===== config.mk =====
export PLATFORM = sky130hd
export DESIGN_NAME = cpio_newc_stream_deframer
export DESIGN_NICKNAME = d
export VERILOG_FILES = /design/src/rtl/core/cpiod_pkg.sv /design/src/rtl/core/cpiod_parse.sv /design/src/rtl/core/cpiod_outreg.sv /design/src/rtl/core/cpio_newc_stream_deframer.sv
export SDC_FILE = /design/constraint.sdc
export NUM_CORES = 1
export LEC_CHECK = 0
export ABC_CLOCK_PERIOD_IN_PS = 6400
export BUFFER_PORTS_ARGS = -buffer_cell sky130_fd_sc_hd__buf_2
export CAP_MARGIN = 40
export CORE_AREA = 2 2 126 128
export DETAILED_ROUTE_END_ITERATION = 10
export DIE_AREA = 0 0 128 130
export PLACE_DENSITY = 0.78
export SETUP_SLACK_MARGIN = 0.05
export SLEW_MARGIN = 10
export SYNTH_ARGS = -nofsm -noshare
export SYNTH_HDL_FRONTEND = slang
export SYNTH_SLANG_ARGS = --single-unit

===== constraint.sdc =====
create_clock -name i_clk -period 6.4 [get_ports i_clk]
set_input_delay 0 -clock i_clk [delete_from_list [all_inputs] [get_ports i_clk]]
set_output_delay 0 -clock i_clk [all_outputs]
set_load 0.02 [all_outputs]

===== src/rtl/core/cpiod_pkg.sv =====
`default_nettype none
package cpiod_pkg;

    localparam int PAD_ALIGN_DEF = 4;

    localparam logic [2:0] MAGIC_LAST     = 3'd5;
    localparam logic [2:0] DIGIT_LAST     = 3'd7;
    localparam logic [3:0] FIELD_FILESIZE = 4'd6;
    localparam logic [3:0] FIELD_NAMESIZE = 4'd11;
    localparam logic [3:0] FIELD_LAST     = 4'd12;
    localparam logic [3:0] TRAILER_LEN    = 4'd11;

    // m_axis_tdata layout
    localparam int TD_IDX_LSB = 0;
    localparam int TD_VAL_LSB = 4;
    localparam int TD_BYTE_LSB = 36;
    localparam int TD_ERR_LSB = 44;
    localparam int TD_WIDTH = 48;

    typedef enum logic [3:0] {
        PH_MAGIC,
        PH_FIELD,
        PH_NAME,
        PH_NAMEPAD,
        PH_DATA,
        PH_DATAPAD,
        PH_DONE,
        PH_ERR_MAGIC,
        PH_ERR_HEX,
        PH_ERR_TRUNC
    } t_phase;

    typedef enum logic [2:0] {
        KIND_FIELD,
        KIND_NAME,
        KIND_DATA,
        KIND_END,
        KIND_ERROR
    } t_kind;

    typedef enum logic [1:0] {
        ERR_NONE,
        ERR_MAGIC,
        ERR_HEX,
        ERR_TRUNC
    } t_err;

    typedef struct packed {
        t_kind       kind;
        logic [3:0]  field_index;
        logic [31:0] field_value;
        logic [7:0]  out_byte;
        logic        last;
        t_err        err;
    } t_result;

endpackage
`default_nettype wire


===== src/rtl/core/cpiod_parse.sv =====
`default_nettype none
module cpiod_parse #(
    parameter int PAD_ALIGN = cpiod_pkg::PAD_ALIGN_DEF
) (
    input  wire logic              i_clk,
    input  wire logic              i_rst_n,
    input  wire logic              i_accept,
    input  wire logic [7:0]        i_byte,
    input  wire logic              i_stream_end,
    input  wire logic              i_pass_data,
    output logic                   o_res_valid,
    output cpiod_pkg::t_result     o_res
);
    import cpiod_pkg::*;

    localparam int AW = $clog2(PAD_ALIGN);

    function automatic logic [7:0] magic_char(input logic [2:0] idx);
        logic [7:0] c;
        unique case (idx)
            3'd1, 3'd3: c = "7";
            default:    c = "0";
        endcase
        return c;
    endfunction

    function automatic logic [7:0] trailer_char(input logic [3:0] idx);
        logic [7:0] c;
        unique case (idx)
            4'd0: c = "T";
            4'd1: c = "R";
            4'd2: c = "A";
            4'd3: c = "I";
            4'd4: c = "L";
            4'd5: c = "E";
            4'd6: c = "R";
            4'd7, 4'd8, 4'd9: c = "!";
            default: c = 8'h00;
        endcase
        return c;
    endfunction

    // {ok, value}
    function automatic logic [4:0] hex_decode(input logic [7:0] b);
        logic [4:0] r;
        if (b >= "0" && b <= "9") begin
            r = {1'b1, 4'(b - 8'h30)};
        end else if (b >= "a" && b <= "f") begin
            r = {1'b1, 4'(b - 8'h57)};
        end else if (b >= "A" && b <= "F") begin
            r = {1'b1, 4'(b - 8'h37)};
        end else begin
            r = 5'd0;
        end
        return r;
    endfunction

    t_phase        r_phase, n_phase;
    logic [AW-1:0] r_align, n_align;
    logic [2:0]    r_digit, n_digit;
    logic [3:0]    r_fnum, n_fnum;
    logic [31:0]   r_acc, n_acc;
    logic [31:0]   r_name_left, n_name_left;
    logic [31:0]   r_data_left, n_data_left;
    logic          r_match, n_match;
    logic [3:0]    r_npos, n_npos;

    logic [4:0]    hex;
    logic [31:0]   acc_next;
    logic          magic_ok;
    logic          name_last;
    logic          data_last;
    logic          match_after;
    logic          trailer_hit;
    logic          own_err;
    logic          active;
    logic [AW-1:0] align_inc;

    always_comb begin
        hex       = hex_decode(i_byte);
        acc_next  = {r_acc[27:0], hex[3:0]};
        if (r_digit == MAGIC_LAST) begin
            magic_ok = (i_byte == "1") || (i_byte == "2");
        end else begin
            magic_ok = (i_byte == magic_char(r_digit));
        end
        name_last   = (r_name_left == 32'd1);
        data_last   = (r_data_left == 32'd1);
        match_after = r_match &&
                      ((r_npos >= TRAILER_LEN) || (i_byte == trailer_char(r_npos)));
        // position reaches the full trailer length on this byte or earlier
        trailer_hit = (r_phase == PH_NAME) && name_last && match_after &&
                      (r_npos >= TRAILER_LEN - 4'd1);
        own_err     = ((r_phase == PH_MAGIC) && !magic_ok) ||
                      ((r_phase == PH_FIELD) && !hex[4]);
        active      = (r_phase != PH_DONE) && (r_phase != PH_ERR_MAGIC) &&
                      (r_phase != PH_ERR_HEX) && (r_phase != PH_ERR_TRUNC);
        align_inc   = (r_align == AW'(PAD_ALIGN - 1)) ? '0 : r_align + AW'(1);
    end

    // next state
    always_comb begin
        n_phase     = r_phase;
        n_align     = r_align;
        n_digit     = r_digit;
        n_fnum      = r_fnum;
        n_acc       = r_acc;
        n_name_left = r_name_left;
        n_data_left = r_data_left;
        n_match     = r_match;
        n_npos      = r_npos;
        if (i_accept && active) begin
            n_align = align_inc;
            unique case (r_phase)
                PH_MAGIC: begin
                    if (!magic_ok) begin
                        n_phase = PH_ERR_MAGIC;
                    end else if (r_digit == MAGIC_LAST) begin
                        n_digit = '0;
                        n_fnum  = '0;
                        n_acc   = '0;
                        n_phase = PH_FIELD;
                    end else begin
                        n_digit = r_digit + 3'd1;
                    end
                end
                PH_FIELD: begin
                    if (!hex[4]) begin
                        n_phase = PH_ERR_HEX;
                    end else if (r_digit == DIGIT_LAST) begin
                        if (r_fnum == FIELD_FILESIZE) n_data_left = acc_next;
                        if (r_fnum == FIELD_NAMESIZE) n_name_left = acc_next;
                        n_digit = '0;
                        n_acc   = '0;
                        if (r_fnum == FIELD_LAST) begin
                            n_fnum  = '0;
                            n_npos  = '0;
                            n_match = 1'b1;
                            if (r_name_left == 32'd0) begin
                                // empty name: straight to padding, data or the next header
                                n_match = 1'b0;
                                if (align_inc != '0) begin
                                    n_phase = PH_NAMEPAD;
                                end else if (r_data_left != 32'd0) begin
                                    n_phase = PH_DATA;
                                end else begin
                                    n_phase = PH_MAGIC;
                                end
                            end else begin
                                n_phase = PH_NAME;
                            end
                        end else begin
                            n_fnum = r_fnum + 4'd1;
                        end
                    end else begin
                        n_acc   = acc_next;
                        n_digit = r_digit + 3'd1;
                    end
                end
                PH_NAME: begin
                    if (r_npos < TRAILER_LEN) begin
                        n_match = match_after;
                        n_npos  = r_npos + 4'd1;
                    end
                    n_name_left = r_name_left - 32'd1;
                    if (trailer_hit) begin
                        n_phase = PH_DONE;
                    end else if (name_last) begin
                        if (align_inc != '0) begin
                            n_phase = PH_NAMEPAD;
                        end else if (r_data_left != 32'd0) begin
                            n_phase = PH_DATA;
                        end else begin
                            n_phase = PH_MAGIC;
                            n_digit = '0;
                        end
                    end
                end
                PH_NAMEPAD: begin
                    if (align_inc == '0) begin
                        if (r_data_left != 32'd0) begin
                            n_phase = PH_DATA;
                        end else begin
                            n_phase = PH_MAGIC;
                            n_digit = '0;
                        end
                    end
                end
                PH_DATA: begin
                    n_data_left = r_data_left - 32'd1;
                    if (data_last) begin
                        if (align_inc != '0) begin
                            n_phase = PH_DATAPAD;
                        end else begin
                            n_phase = PH_MAGIC;
                            n_digit = '0;
                        end
                    end
                end
                PH_DATAPAD: begin
                    if (align_inc == '0) begin
                        n_phase = PH_MAGIC;
                        n_digit = '0;
                    end
                end
                default: ;
            endcase
            if (i_stream_end && !own_err && !trailer_hit) begin
                n_phase = PH_ERR_TRUNC;
            end
        end
    end

    // result
    always_comb begin
        o_res_valid = 1'b0;
        o_res       = '0;
        o_res.kind  = KIND_FIELD;
        o_res.err   = ERR_NONE;
        if (i_accept) begin
            unique case (r_phase)
                PH_ERR_MAGIC: begin
                    o_res_valid = 1'b1;
                    o_res.kind  = KIND_ERROR;
                    o_res.err   = ERR_MAGIC;
                end
                PH_ERR_HEX: begin
                    o_res_valid = 1'b1;
                    o_res.kind  = KIND_ERROR;
                    o_res.err   = ERR_HEX;
                end
                PH_ERR_TRUNC: begin
                    o_res_valid = 1'b1;
                    o_res.kind  = KIND_ERROR;
                    o_res.err   = ERR_TRUNC;
                end
                PH_MAGIC: begin
                    if (!magic_ok) begin
                        o_res_valid = 1'b1;
                        o_res.kind  = KIND_ERROR;
                        o_res.err   = ERR_MAGIC;
                    end
                end
                PH_FIELD: begin
                    if (!hex[4]) begin
                        o_res_valid = 1'b1;
                        o_res.kind  = KIND_ERROR;
                        o_res.err   = ERR_HEX;
                    end else if (r_digit == DIGIT_LAST) begin
                        o_res_valid       = 1'b1;
                        o_res.kind        = KIND_FIELD;
                        o_res.field_index = r_fnum;
                        o_res.field_value = acc_next;
                    end
                end
                PH_NAME: begin
                    o_res_valid = 1'b1;
                    if (trailer_hit) begin
                        o_res.kind = KIND_END;
                    end else begin
                        o_res.kind     = KIND_NAME;
                        o_res.out_byte = i_byte;
                        o_res.last     = name_last;
                    end
                end
                PH_DATA: begin
                    if (i_pass_data) begin
                        o_res_valid    = 1'b1;
                        o_res.kind     = KIND_DATA;
                        o_res.out_byte = i_byte;
                        o_res.last     = data_last;
                    end
                end
                default: ;
            endcase
            if (active && i_stream_end && !own_err && !trailer_hit) begin
                o_res_valid = 1'b1;
                o_res       = '0;
                o_res.kind  = KIND_ERROR;
                o_res.err   = ERR_TRUNC;
            end
        end
    end

    always_ff @(posedge i_clk) begin
        if (!i_rst_n) begin
            r_phase     <= PH_MAGIC;
            r_align     <= '0;
            r_digit     <= '0;
            r_fnum      <= '0;
            r_acc       <= '0;
            r_name_left <= '0;
            r_data_left <= '0;
            r_match     <= 1'b1;
            r_npos      <= '0;
        end else begin
            r_phase     <= n_phase;
            r_align     <= n_align;
            r_digit     <= n_digit;
            r_fnum      <= n_fnum;
            r_acc       <= n_acc;
            r_name_left <= n_name_left;
            r_data_left <= n_data_left;
            r_match     <= n_match;
            r_npos      <= n_npos;
        end
    end

endmodule
`default_nettype wire


===== src/rtl/core/cpiod_outreg.sv =====
`default_nettype none
module cpiod_outreg (
    input  wire logic               i_clk,
    input  wire logic               i_rst_n,
    input  wire logic               i_load,
    input  wire cpiod_pkg::t_result i_res,
    output logic                    o_free,
    output logic                    o_valid,
    input  wire logic               i_ready,
    output cpiod_pkg::t_result      o_res
);
    import cpiod_pkg::*;

    logic    r_valid;
    t_result r_res;

    // free when empty or being drained this cycle
    assign o_free  = !r_valid || i_ready;
    assign o_valid = r_valid;
    assign o_res   = r_res;

    always_ff @(posedge i_clk) begin
        if (!i_rst_n) begin
            r_valid <= 1'b0;
        end else if (o_free) begin
            r_valid <= i_load;
        end
    end

    always_ff @(posedge i_clk) begin
        if (o_free && i_load) begin
            r_res <= i_res;
        end
    end

endmodule
`default_nettype wire


===== src/rtl/core/cpio_newc_stream_deframer.sv =====
`default_nettype none
// cpio newc/crc archive deframer. One archive byte per item on s_axis; each
// item is parsed combinationally and any result (header field value, name
// byte, data byte, archive end or sticky error) lands in one output register.
// An item is taken every clock cycle while the output register is empty or
// being drained, so throughput is one byte per cycle.
// Data bytes are dropped when pass_data is 0. Errors repeat on every later
// item until reset; bytes after archive end produce nothing.
module cpio_newc_stream_deframer #(
    parameter int PAD_ALIGN = cpiod_pkg::PAD_ALIGN_DEF
) (
    input  wire logic        i_clk,
    input  wire logic        i_rst_n,
    input  wire logic        i_cfg_valid,
    output logic             o_cfg_ready,
    input  wire logic        i_cfg_data,     // pass_data
    input  wire logic        s_axis_tvalid,
    output logic             s_axis_tready,
    input  wire logic [7:0]  s_axis_tdata,   // in_byte
    input  wire logic        s_axis_tlast,   // stream_end
    output logic             m_axis_tvalid,
    input  wire logic        m_axis_tready,
    // field_index[3:0], field_value[35:4], out_byte[43:36], error_code[45:44]
    output logic [cpiod_pkg::TD_WIDTH-1:0] m_axis_tdata,
    output logic [2:0]       m_axis_tuser,   // item_kind
    output logic             m_axis_tlast    // last_of_run
);
    import cpiod_pkg::*;

    logic    r_pass_data;
    logic    res_valid;
    t_result res;
    t_result out_res;
    logic    free;
    logic    accept;

    assign o_cfg_ready   = 1'b1;
    assign s_axis_tready = free;
    assign accept        = s_axis_tvalid && free;

    always_ff @(posedge i_clk) begin
        if (!i_rst_n) begin
            r_pass_data <= 1'b1;
        end else if (i_cfg_valid) begin
            r_pass_data <= i_cfg_data;
        end
    end

    cpiod_parse #(
        .PAD_ALIGN (PAD_ALIGN)
    ) u_parse (
        .i_clk        (i_clk),
        .i_rst_n      (i_rst_n),
        .i_accept     (accept),
        .i_byte       (s_axis_tdata),
        .i_stream_end (s_axis_tlast),
        .i_pass_data  (r_pass_data),
        .o_res_valid  (res_valid),
        .o_res        (res)
    );

    cpiod_outreg u_outreg (
        .i_clk   (i_clk),
        .i_rst_n (i_rst_n),
        .i_load  (res_valid),
        .i_res   (res),
        .o_free  (free),
        .o_valid (m_axis_tvalid),
        .i_ready (m_axis_tready),
        .o_res   (out_res)
    );

    assign m_axis_tdata = {2'b00, out_res.err, out_res.out_byte,
                           out_res.field_value, out_res.field_index};
    assign m_axis_tuser = out_res.kind;
    assign m_axis_tlast = out_res.last;

endmodule
`default_nettype wire


# Word level (Yosys, flattened, before mapping)
# Memory sizes are Yosys's and may differ from the RTL's. A register that Yosys moved wholly into a read port is not among the register bits.
# Index checks and enable logic that the tools add are counted.
[totals]
ff_bits = 162
romBits = 112
input_bits = 15
wordCells = 230
mem_count = 1
[op_classes]
add_sub_neg = 9
n_lt_le_gt_ge = 9
eq_ne = 48
mux = 90
bitwise = 4
reduce_logical = 51
[memory_table]
columns = ["memory", "depth", "width", "read_ports", "rd_ports_with_merged_regs", "wr", "line", "rtl"]
rows = [
  ["(name not given)", 16, 7, 1, 1, 0, "cpiod_parse.sv:29", "unique case (idx)"],
]
[op_table]
columns = ["cell", "n"]
rows = [
  ["2-to-1 mux 32 bit", 6],
  ["case mux 32 bit (2 select lines)", 2],
  ["2-to-1 mux 28 bit", 4],
  ["2-to-1 mux 36 bit", 3],
  ["2-to-1 mux 4 bit", 24],
  ["equality test 32 x 1 -> 1 bit (second input constant)", 2],
  ["subtractor 32 x 1 -> 32 bit (second input constant)", 2],
  ["case mux 28 bit (2 select lines)", 1],
  ["2-to-1 mux 3 bit", 17],
  ["2-to-1 mux 50 bit", 1],
  ["zero test 32 bit", 1],
  ["nonzero test 32 bit", 1],
  ["case mux 4 bit (6 select lines)", 1],
  ["logical AND 1 bit", 20],
  ["inequality test 4 bit (second input constant)", 5],
  ["2-to-1 mux 9 bit", 2],
  ["case mux 3 bit (6 select lines)", 1],
  ["case mux 9 bit (2 select lines)", 1],
  ["equality test 4 x 3 -> 1 bit (second input constant)", 4],
  ["equality test 4 bit (second input constant)", 4],
  ["equality test 8 x 6 -> 1 bit (second input constant)", 2],
  ["equality test 8 bit", 2],
  [">= comparator 8 x 7 -> 1 bit (second input constant)", 2],
  ["<= comparator 8 x 7 -> 1 bit (second input constant)", 2],
  ["45 further kinds", 101],
]

# Longest topological paths before layout
# Gate-level depths: netlist (run 1).
[logic_depth]
word_depth = 15
ltp_mapped = 11

# Cells and area by module
# Synthesis (run 1) repeated with hierarchy kept, for this count alone.
[hier_totals]
hier_cells = 1104
hier_area_um2 = 9187.6
[modules_own_cells]
columns = ["mod", "n_inst", "cells_each", "area_per_inst_um2", "seq_area_each_um2"]
rows = [
  ["cpiod_parse", 1, 1040, 7558.5, 2342.2],
  ["cpiod_outreg", 1, 55, 1559.0, 1521.5],
  ["cpio_newc_stream_deframer", 1, 9, 70.1, 20.0],
]

# Worst setup path before layout (run 1)
# Ideal clock, no wire load.
[synth_path]
path_type = "register to register"
from = "register u_parse.r_digit[0]"
to = "register u_outreg.r_res, in the netlist u_outreg.o_res[0] (enable)"
setup_time_ns = 0.527
t_arrival_ns = 5.055
t_required_ns = 5.873
setup_slack_ns = 0.819
stages_incl_launch_ff = 9
path_buffers = 0
period_less_slack_ns = 5.581
cell_sequence = "dfxtp_1 > ha_1 > ha_1 > o21ai_0 > a31o_2 > o21a_1 > a31oi_1 > o21a_1 > o21ai_0"
[synth_between]
elab_chain_len = 15
elab_cells_between_ends = 22
[synth_lines]
columns = ["item", "line", "rtl"]
rows = [
  ["start, declared", "cpiod_parse.sv:60", "logic [2:0] r_digit, n_digit;"],
  ["start signal, assigned", "cpiod_parse.sv:299", "r_digit <= n_digit;"],
  ["equality test 3 x 1 -> 1 bit / equality test 3 x 2 -> 1 bit (equally long branches)", "cpiod_parse.sv:20", "unique case (idx)"],
  ["OR reduction 2 bit", "cpiod_parse.sv:20", ""],
  ["2-to-1 mux 3 bit", "cpiod_parse.sv:20", ""],
  ["2-to-1 mux 8 bit", "cpiod_parse.sv:82", "if (r_digit == MAGIC_LAST) begin"],
  ["equality test 8 bit", "cpiod_parse.sv:85", "magic_ok = (i_byte == magic_char(r_digit));"],
  ["2-to-1 mux 1 bit", "cpiod_parse.sv:82", ""],
  ["zero test 1 bit", "cpiod_parse.sv:94", "own_err = ((r_phase == PH_MAGIC) && !magic_ok) ||"],
  ["logical AND 1 bit", "cpiod_parse.sv:94", ""],
  ["logical OR 1 bit", "cpiod_parse.sv:94", ""],
  ["zero test 1 bit", "cpiod_parse.sv:276", "if (active && i_stream_end && !own_err && !trailer_hit) begin"],
  ["logical AND 1 bit (2 in series)", "cpiod_parse.sv:276", ""],
  ["2-to-1 mux 1 bit *", "cpiod_parse.sv:276", ""],
  ["2-to-1 mux 1 bit *", "cpiod_parse.sv:220", "if (i_accept) begin"],
  ["logical AND 1 bit *", "cpiod_outreg.sv:31", "if (o_free && i_load) begin"],
  ["end signal, assigned", "cpiod_outreg.sv:32", "r_res <= i_res;"],
  ["end, declared", "cpiod_outreg.sv:15", "t_result r_res;"],
]
# Mark *: on every way between the ends. The rest lies on a longest branch, timed or not. The select of a mux whose other input is x is not followed.
# A chain may end at the register's enable or synchronous reset.

# Worst setup path after layout (run 1)
[layout_path]
from = "register u_parse.r_phase[3]"
to = "register u_outreg.r_res, in the netlist u_outreg.o_res[23], data pin"
[layout_between]
elab_chain_len = 8
elab_cells_between_ends = 23
[layout_lines]
columns = ["item", "line", "rtl"]
rows = [
  ["start, declared", "cpiod_parse.sv:58", "t_phase r_phase, n_phase;"],
  ["start signal, assigned", "cpiod_parse.sv:297", "r_phase <= n_phase;"],
  ["inequality test 4 x 3 -> 1 bit", "cpiod_parse.sv:96", "active = (r_phase != PH_DONE) && (r_phase != PH_ERR_MAGIC) &&"],
  ["logical AND 1 bit (2 in series)", "cpiod_parse.sv:96", ""],
  ["logical AND 1 bit", "cpiod_parse.sv:97", "(r_phase != PH_ERR_HEX) && (r_phase != PH_ERR_TRUNC);"],
  ["logical AND 1 bit (3 in series)", "cpiod_parse.sv:276", ""],
  ["OR reduction 5 bit (no source line) *", "n/a", ""],
]
# Mark *: on every way between the ends. The rest lies on a longest branch, timed or not.

==> flow_summary.yaml, run 1 <==
floorplan:
  start_util: 0.590
  core.rowCount: 46
  dieWidth_um: 128
  dieArea_um2: 16600
  ios: 70
  coreArea_um2: 15400
  fp.dieH_um: 130
setup_path:
  critPathKind: "flop to flop"
  end_kind: "flop"
  arrival_ps: 3790
  crit_path_start_kind: "flop"
  crit_fanout: 54
  required_ps: 6710
global_route:
  grt_max_degree: 55
  grt_pass1_vias: 7505
  grt_pass1_wl_um: 39600
  grt_overflow: 0
  grt_util_all_layers: 0.303
  antenna_found_initial: 0
sta:
  final_hold_viol_count: 0
  setup_tns_ps: 0
  rsz0062_at_grt: "no"
  fin_ws_ps: 2920
  drv_slew: 0
  finalClockSkew_ps: 7.96
  fin_crit_sh: 0.544
  period_needed_ps: 3480
  setup_viol: 0
  tightest_slew_ps: 957
  hold_ws_ps: 10.1
  fmax_ghz: 0.287
  slew_headroom: 0.356
layout:
  multi_input_area_um2: 4860
  ff_latch_area_um2: 3880
  final_core_utilization: 0.667
  synthToLayoutAreaGrowth_pct: 12.9
  fillers: 1286
  diodes: 0
  fin_nets: 1167
  drive_above_1_share: 0.133
synth:
  synth_area_leaders: "dfxtp_1 26%, edfxtp_1 16%, a21oi_1 5.6%"
  async_flop_share: 0
  netlist_area_um2: 9110
  synth_cell_types: 77
  synth_cells: 1090
  synth.avg_cell_area_um2: 8.36
  yosysTopAreaCellShare: 0.262
  yosysSeqAreaShare: 0.426
  yosys_warnings: 0
  synth_edf_count: 50
  synth-seq-cells: 169
  ys.flop_type: "dfxtp_1"
  synth_area_leader_cell: "dfxtp_1"
drt:
  drt-total-wl_um: 25200
  drtAntennaViolNets: 0
  drc: 0
  drtIter0Drc: 1078
  drt_first_pass_iters: 5
  post_drt_wl_per_cell_um: 18.9
  viasPerCell: 6.47
  vias: 8644
clock_network:
  numCtsBuffers: 17
  htree_levels: 4
  clkTransAtPathRegs_ps: 60
  hold_buffers: 9
  clockBufferDepth: 2
  cts-root-buf: "clkbuf_16"
  insertion_delay_ps: 440
  ctsResizeCount: 0
  clock-sinks: 169
  postCtsSetupBuffers: 0
  cts_tree: "done"
placed_design:
  hpwlAfterDp_um: 16400
  port_buffers: 66
  place_congestion: 0.914
  pre_cts_ws_ps: 3030
power:
  power_w: 0.00410
  ir_worst_vdd_mv: 0.236
  p_per_area_nw_per_um2: 398
  total_leakage_power_nw: 3.78
run_status:
  outcome: "finished clean"
hold_path:
  hold_path_class: "input pin to flop"
run:
  cap_violations: 0
flip-flops by register name, indices dropped and copies added, names as in the netlist, named ones only:
name,cells
r_pass_data,1
u_outreg.o_res,50
u_outreg.o_valid,1
u_parse.r_acc,28
u_parse.r_align,2
u_parse.r_data_left,32
u_parse.r_digit,3
u_parse.r_fnum,4
u_parse.r_match,1
u_parse.r_name_left,32
u_parse.r_npos,4
u_parse.r_phase,4
cell usage in the layout, fill, tap and decap left out, types with 6 or more instances in the layout:
cell type	netlist	routed
nor3_1	30	28
edfxtp_1	50	50
o22ai_1	11	11
o21a_1	10	10
inv_1	29	29
nand3_1	45	44
a221oi_1	7	7
a21oi_1	102	102
xor2_1	7	7
a22o_1	6	6
buf_2	5	66
clkbuf_16	0	19
a31oi_1	12	12
a41oi_1	6	6
or2_2	7	7
o221a_2	6	6
a22oi_1	18	18
nor4_1	23	23
dlygate4sd3_1	0	9
a211oi_1	13	13
nand2b_1	8	8
o31ai_1	6	6
nor3_2	4	6
buf_4	3	12
nor2_1	124	124
nand4_1	8	8
nand2_1	102	102
o21ai_0	86	85
dfxtp_1	119	119
o32ai_1	6	6
ha_1	22	22
or3_1	16	16
and2_1	44	44
layout make-up:
type | count | share of cell area
multi-input cells | 821 | 0.473
flip-flops and latches | 169 | 0.378
repair buffers | 91 | 0.0566
clock buffers | 19 | 0.0462
well taps | 192 | 0.0234
clock inverters | 13 | 0.0124
inverters | 30 | 0.0110
logic make-up (layout without fill, tap and decap cells):
| family | count (synthesis) | count (layout) | synth area share |
|---|---|---|---|
| buf+inv | 101 | 153 | 0.0452 |
| xor+xnor | 8 | 8 | 0.00769 |
| flops | 169 | 169 | 0.426 |
| mux | 5 | 5 | 0.00550 |
| other cells | 2 | 3 | 0.000825 |
| fa+ha+maj | 22 | 22 | 0.0302 |
| compound gates | 334 | 334 | 0.238 |
| simple gates | 449 | 449 | 0.246 |
where the power goes:
group	internal (W)	leakage (nW)	switching, W
Sequential	0.00130	1.46	0.000110
Combinational	0.000505	2.03	0.00113
Clock	0.000591	0.289	0.000459
worst paths after layout:
check	startpoint	to	slack (ps)	depth (start not counted)
max	u_parse.r_phase[3]	u_outreg.o_res[23]	2920	8
min	s_axis_tdata[1]	u_outreg.o_res[4]	10	2
max reg2reg	u_parse.r_phase[3]	u_outreg.o_res[23]	2920	8
min reg2reg	u_parse.r_data_left[28]	u_parse.r_data_left[28]	470	2
critical path, cell delays in order (launching register included):
cell and delay (ps):
dfxtp_1 500, or4b_1 590, buf_4 300, nor3_1 380, nand3b_1 310, and4_1 380, a2111oi_4 360, buf_4 320
and2_1 170
metal layers:
| layer | part of all wire | vias to the layer above | global-route usage |
|---|---|---|---|
| met1 | 0.44 | 4056 | 0.433 |
| li1 | - | 4093 | - |
| met2 | 0.45 | 436 | 0.467 |
| met4 | 0.028 | 0 | 0.115 |
| met5 | 0 | - | 0 |
| met3 | 0.081 | 59 | 0.0472 |
per-stage QoR:
step / instances / instance area (um^2)
5_1_grt: 1335 / 10300
3_5_place_dp: 1294 / 9590
3_3_place_gp: 1290 / 9520
2_1_floorplan: 1091 / 9110
6_report: 1335 / 10300
4_1_cts: 1335 / 10300
cell usage after synthesis, drive strengths merged, types with 22 or more instances:
library cell / count
a21oi: 102
and2: 45
clkbuf: 60
dfxtp: 119
edfxtp: 50
ha: 22
inv: 30
nand2: 102
nand3: 45
nor2: 124
nor3: 34
nor4: 25
o21ai: 87
(Power assumes the default switching activity.)
==> run 2, diff against run 1 <==
--- a/config.mk
+++ b/config.mk
@@ -5,7 +5,7 @@
 export SDC_FILE = /design/constraint.sdc
 export NUM_CORES = 1
 export LEC_CHECK = 0
-export ABC_CLOCK_PERIOD_IN_PS = 6400
+export ABC_CLOCK_PERIOD_IN_PS = 3600
 export BUFFER_PORTS_ARGS = -buffer_cell sky130_fd_sc_hd__buf_2
 export CAP_MARGIN = 40
 export CORE_AREA = 2 2 126 128
==> constraint.sdc (replaced) <==
create_clock -name i_clk -period 3.6 [get_ports i_clk]
set_input_delay 0 -clock i_clk [delete_from_list [all_inputs] [get_ports i_clk]]
set_output_delay 0 -clock i_clk [all_outputs]
set_load 0.02 [all_outputs]
==> run 2 against run 1 <==
Wire length shrank 1.7%. Highest routed layer unchanged. Count of clock-buffer cells in the layout fell by 1. Worst hold slack gained 5.2 ps. Via count decreased by 0.21%. Critical endpoint is now u_outreg.o_res[14]. Combinational power rose by 81%. Sequential power is 76% higher. Largest cell class unchanged. Sequential cell count stayed put. Fmax is 7.0% higher. Final area increased by 0.68%.
==> flow_summary.yaml, run 2 (synthesis gave the netlist of run 1 again) <==
run_status:
  outcome: "finished clean"
sta:
  tightest_slew_ps: 863
  finalClockSkew_ps: 8.03
  rsz0062_at_grt: "no"
  fin_ws_ps: 343
  fmax_ghz: 0.307
  final_hold_viol_count: 0
  slew_headroom: 0.408
  period_needed_ps: 3260
  setup_tns_ps: 0
  setup_viol: 0
  drv_slew: 0
  fin_crit_sh: 0.905
drt:
  drtIter0Drc: 1059
  post_drt_wl_per_cell_um: 18.3
  vias: 8626
  drt_first_pass_iters: 6
  drc: 0
  drt-total-wl_um: 24700
  viasPerCell: 6.39
  drtAntennaViolNets: 0
global_route:
  grt_pass1_vias: 7429
  grt_overflow: 0
  grt_max_degree: 54
  grt_pass1_wl_um: 38700
  antenna_found_initial: 0
  grt_util_all_layers: 0.296
setup_path:
  crit_fanout: 7
  required_ps: 3750
  cpMostUsedCell: "ha_1"
  crit_chain: "ha_1, ha_1, or3_1, a31o_2, o21ai_0, nand4_1, o2111ai_1, nor2_1"
  critPathKind: "flop to flop"
  end_kind: "flop"
  critPathSlowestCell: "o2111ai_1"
  arrival_ps: 3400
  cpPeakStageDelay_ps: 550
  crit_path_start_kind: "flop"
clock_network:
  insertion_delay_ps: 430
  clkTransAtPathRegs_ps: 70
  numCtsBuffers: 17
  postCtsSetupBuffers: 0
  clockBufferDepth: 2
  cts_tree: "done"
  clock-sinks: 169
  htree_levels: 4
  cts-root-buf: "clkbuf_16"
hold_path:
  hold_path_class: "input pin to flop"
floorplan:
  core.rowCount: 46
  fp.dieH_um: 130
  dieArea_um2: 16600
  dieWidth_um: 128
  ios: 70
  coreArea_um2: 15400
  start_util: 0.590
layout:
  layout_common_cells: "124 x nor2_1, 119 x dfxtp_1, 102 x nand2_1, 102 x a21oi_1, 85 x o21ai_0"
  largest_reg_flops: 50
  synthToLayoutAreaGrowth_pct: 13.7
  diodes: 0
  fin_nets: 1181
  final_common_cell: "nor2_1"
  drive_above_1_share: 0.143
power:
  p_per_area_nw_per_um2: 708
  total_leakage_power_nw: 3.83
  ir_worst_vdd_mv: 0.370
placed_design:
  hpwlAfterDp_um: 16400
  pre_cts_ws_ps: 498
  port_buffers: 66
  place_congestion: 0.988
run:
  cap_violations: 0
-- run 2: changes by cell type in the layout (fill, tap and decap cells not counted), sizes merged --
cell | before | now
dlygate4sd3 | 9 | 10
clkbuf | 19 | 18
bufinv | 1 | 2
buf | 82 | 95
clkinv | 3 | 4
clkinvlp | 3 | 2
-- run 2: timing repair --
item	CTS	global route
hold buffers	10	0
hold endpoints to repair	8	0
gates resized for setup	0	0
-- run 2: path summary, 6_finish.rpt --
check,start,to,slack (ps),depth (start not counted)
setup reg to reg,u_parse.r_digit[0],u_outreg.o_res[14],340,8
setup / recovery,u_parse.r_digit[0],u_outreg.o_res[14],340,8
hold / removal,s_axis_tdata[3],u_outreg.o_res[6],20,2
hold reg to reg,u_parse.r_data_left[20],u_parse.r_data_left[20],460,2
-- run 2: worst max-delay path, delay by kind of cell, from the launching register on --
kind | cells | cell delay, ps
DFF | 1 | 360
and+or+nand+nor | 3 | 920
adders and majority gates | 2 | 470
AOI/OAI and AO/OA | 3 | 1210
-- run 2: metal layers --
| layer | vias to the layer above | GRT usage | share of wire |
|---|---|---|---|
| li1 | 4104 | - | - |
| met1 | 4055 | 0.413 | 0.45 |
| met2 | 399 | 0.469 | 0.45 |
| met3 | 68 | 0.0521 | 0.078 |
| met4 | 0 | 0.0976 | 0.022 |
| met5 | - | 0 | 0 |
-- run 2: through the flow --
stage               instances  total power (W)  cell area [um^2]  utilization  hold slack [ps]
finish                   1349          0.00733             10400        0.671             15.3
global route             1349          0.00770             10400        0.671             16.3
CTS                      1349          0.00728             10400        0.671             1.21
detailed placement       1307          0.00539              9650        0.626              218
global placement         1305          0.00535              9620        0.624              216
floorplan                1091          0.00462              9110            -              128
-- run 2: area by class of cell --
cell class                 instances  area, um^2
clock inverter                    14         161
multi-input combinational        821        4850
inverter                          30         113
fill                            1250        5070
timing repair buffer             105         661
sequential                       169        3880
clock buffer                      18         439
tap                              192         240
-- run 2: power by group --
part	switching, W	internal [W]	total, W
sequential	0.000165	0.00231	0.00248
combinational	0.00204	0.000932	0.00297
clock	0.000823	0.00106	0.00188
==> run 3, diff against run 2 <==
--- a/config.mk
+++ b/config.mk
@@ -11,9 +11,11 @@
 export CORE_AREA = 2 2 126 128
 export DETAILED_ROUTE_END_ITERATION = 10
 export DIE_AREA = 0 0 128 130
+export MAX_ROUTING_LAYER = met4
 export PLACE_DENSITY = 0.78
 export SETUP_SLACK_MARGIN = 0.05
 export SLEW_MARGIN = 10
 export SYNTH_ARGS = -nofsm -noshare
 export SYNTH_HDL_FRONTEND = slang
 export SYNTH_SLANG_ARGS = --single-unit
+export TNS_END_PERCENT = 30
==> run 3 against run 2 <==
Worst setup slack better by 30 ps. Die area stayed put. Critical path depth is 1 higher. Clock skew is 0.79 ps higher. Sequential share of layout area hardly changed. Sequential power hardly changed. Clock power hardly changed. Largest power group unchanged.
==> flow_summary.yaml, run 3 (synthesis gave the netlist of run 1 again) <==
setup_path:
  critPathKind: "input pin to flop"
  cpMostUsedCell: "nor3_2"
  end_kind: "flop"
  required_ps: 3920
  arrival_ps: 3550
  cpPeakStageDelay_ps: 610
  crit_chain: "dlygate4sd3_1, buf_2, or4b_1, nor3_2, nor3_2, or3_1, nor4_2, o221ai_1, o211a_1"
  crit_fanout: 8
  critPathSlowestCell: "or4b_1"
  crit_path_start_kind: "input pin"
hold_path:
  hold_path_class: "input pin to flop"
global_route:
  grt_pass1_wl_um: 40000
  grt_max_degree: 58
  antenna_found_initial: 0
  grt_pass1_vias: 7739
  grt_util_all_layers: 0.313
  grt_overflow: 0
layout:
  drive_above_1_share: 0.143
  diodes: 0
  synthToLayoutAreaGrowth_pct: 13.6
  fin_nets: 1179
  final_common_cell: "nor2_1"
  layout_common_cells: "124 x nor2_1, 119 x dfxtp_1, 102 x nand2_1, 102 x a21oi_1, 85 x o21ai_0"
  largest_reg_flops: 50
  design_area_um2: 10300
drt:
  drt-total-wl_um: 25700
  drtAntennaViolNets: 0
  drt_first_pass_iters: 6
  drtIter0Drc: 1140
  post_drt_wl_per_cell_um: 19.1
  vias: 8774
  drc: 0
  viasPerCell: 6.51
sta:
  tightest_slew_ps: 836
  slew_headroom: 0.426
  fin_crit_sh: 0.896
  drv_slew: 0
  setup_tns_ps: 0
  fmax_ghz: 0.310
  rsz0062_at_grt: "no"
  finalClockSkew_ps: 8.82
  final_hold_viol_count: 0
  period_needed_ps: 3230
  setup_viol: 0
floorplan:
  start_util: 0.590
  fp.dieH_um: 130
  ios: 70
  dieArea_um2: 16600
  coreArea_um2: 15400
  core.rowCount: 46
  dieWidth_um: 128
power:
  p_comb_frac: 0.409
  internal-power_w: 0.00431
  ir_worst_vdd_mv: 0.369
  swShare: 0.414
  p_sw_w: 0.00304
  total_leakage_power_nw: 3.83
  p_per_area_nw_per_um2: 710
  p_seq_frac: 0.335
  p_clk_frac: 0.256
placed_design:
  placed_area_um2: 9660
  hpwlAfterDp_um: 16700
  port_buffers: 66
  place_congestion: 1.05
clock_network:
  clock-sinks: 169
  cts_tree: "done"
  insertion_delay_ps: 430
  clockBufferDepth: 2
  hold_buffers: 9
  ctsResizeCount: 0
  htree_levels: 4
  clkTransAtPathRegs_ps: 60
  cts-root-buf: "clkbuf_16"
  postCtsSetupBuffers: 0
  numCtsBuffers: 17
run:
  cap_violations: 0
run_status:
  outcome: "finished clean"
## run 3: routing by layer
layer | track usage | vias to the layer above | wire length, um
met5 | - | - | 0
met4 | 0.121 | 0 | 603
met3 | 0.0480 | 62 | 2310
met2 | 0.468 | 464 | 11700
met1 | 0.431 | 4147 | 11100
li1 | - | 4101 | -
## run 3: layout make-up
class,count,area (um^2)
fillers,1258,5080
well taps,192,240
repair buffers,103,656
clock inverters,14,163
flip-flops and latches,169,3880
inverters,30,113
multi-input cells,821,4850
clock buffers,18,439
## run 3: path summary, 6_finish.rpt
path	from	endpoint	slack [ps]	depth (start not counted)
worst min-delay path	s_axis_tdata[0]	u_outreg.o_res[3]	20	2
worst max register to register	u_parse.r_digit[1]	u_outreg.o_res[11]	390	9
worst min register to register	u_parse.r_data_left[20]	u_parse.r_data_left[20]	470	2
worst max-delay path	s_axis_tdata[3]	u_parse.r_digit[1]	370	9
## run 3: stage by stage
step	util	setup slack (ps)	total power, W	hold slack [ps]	std cells
floorplan	-	325	0.00462	128	1091
global placement	0.625	622	0.00536	215	1305
detailed placement	0.626	571	0.00540	224	1306
CTS	0.671	478	0.00729	2.51	1347
global route	0.671	239	0.00771	25.0	1347
finish	0.671	374	0.00735	20.2	1347
## run 3: critical path: cells and delay by family
family,cells,cell delay [ps]
compound gates,2,420
buf+inv,2,700
simple gates,5,2420
## run 3: power by group through the flow
stage / combinational, W / clock [W] / sequential (W)
detailed placement: 0.00290 / 0 / 0.00250
global placement: 0.00287 / 0 / 0.00249
finish: 0.00301 / 0.00188 / 0.00246
floorplan: 0.00190 / 0 / 0.00272
global route: 0.00325 / 0.00196 / 0.00250
CTS: 0.00294 / 0.00189 / 0.00246
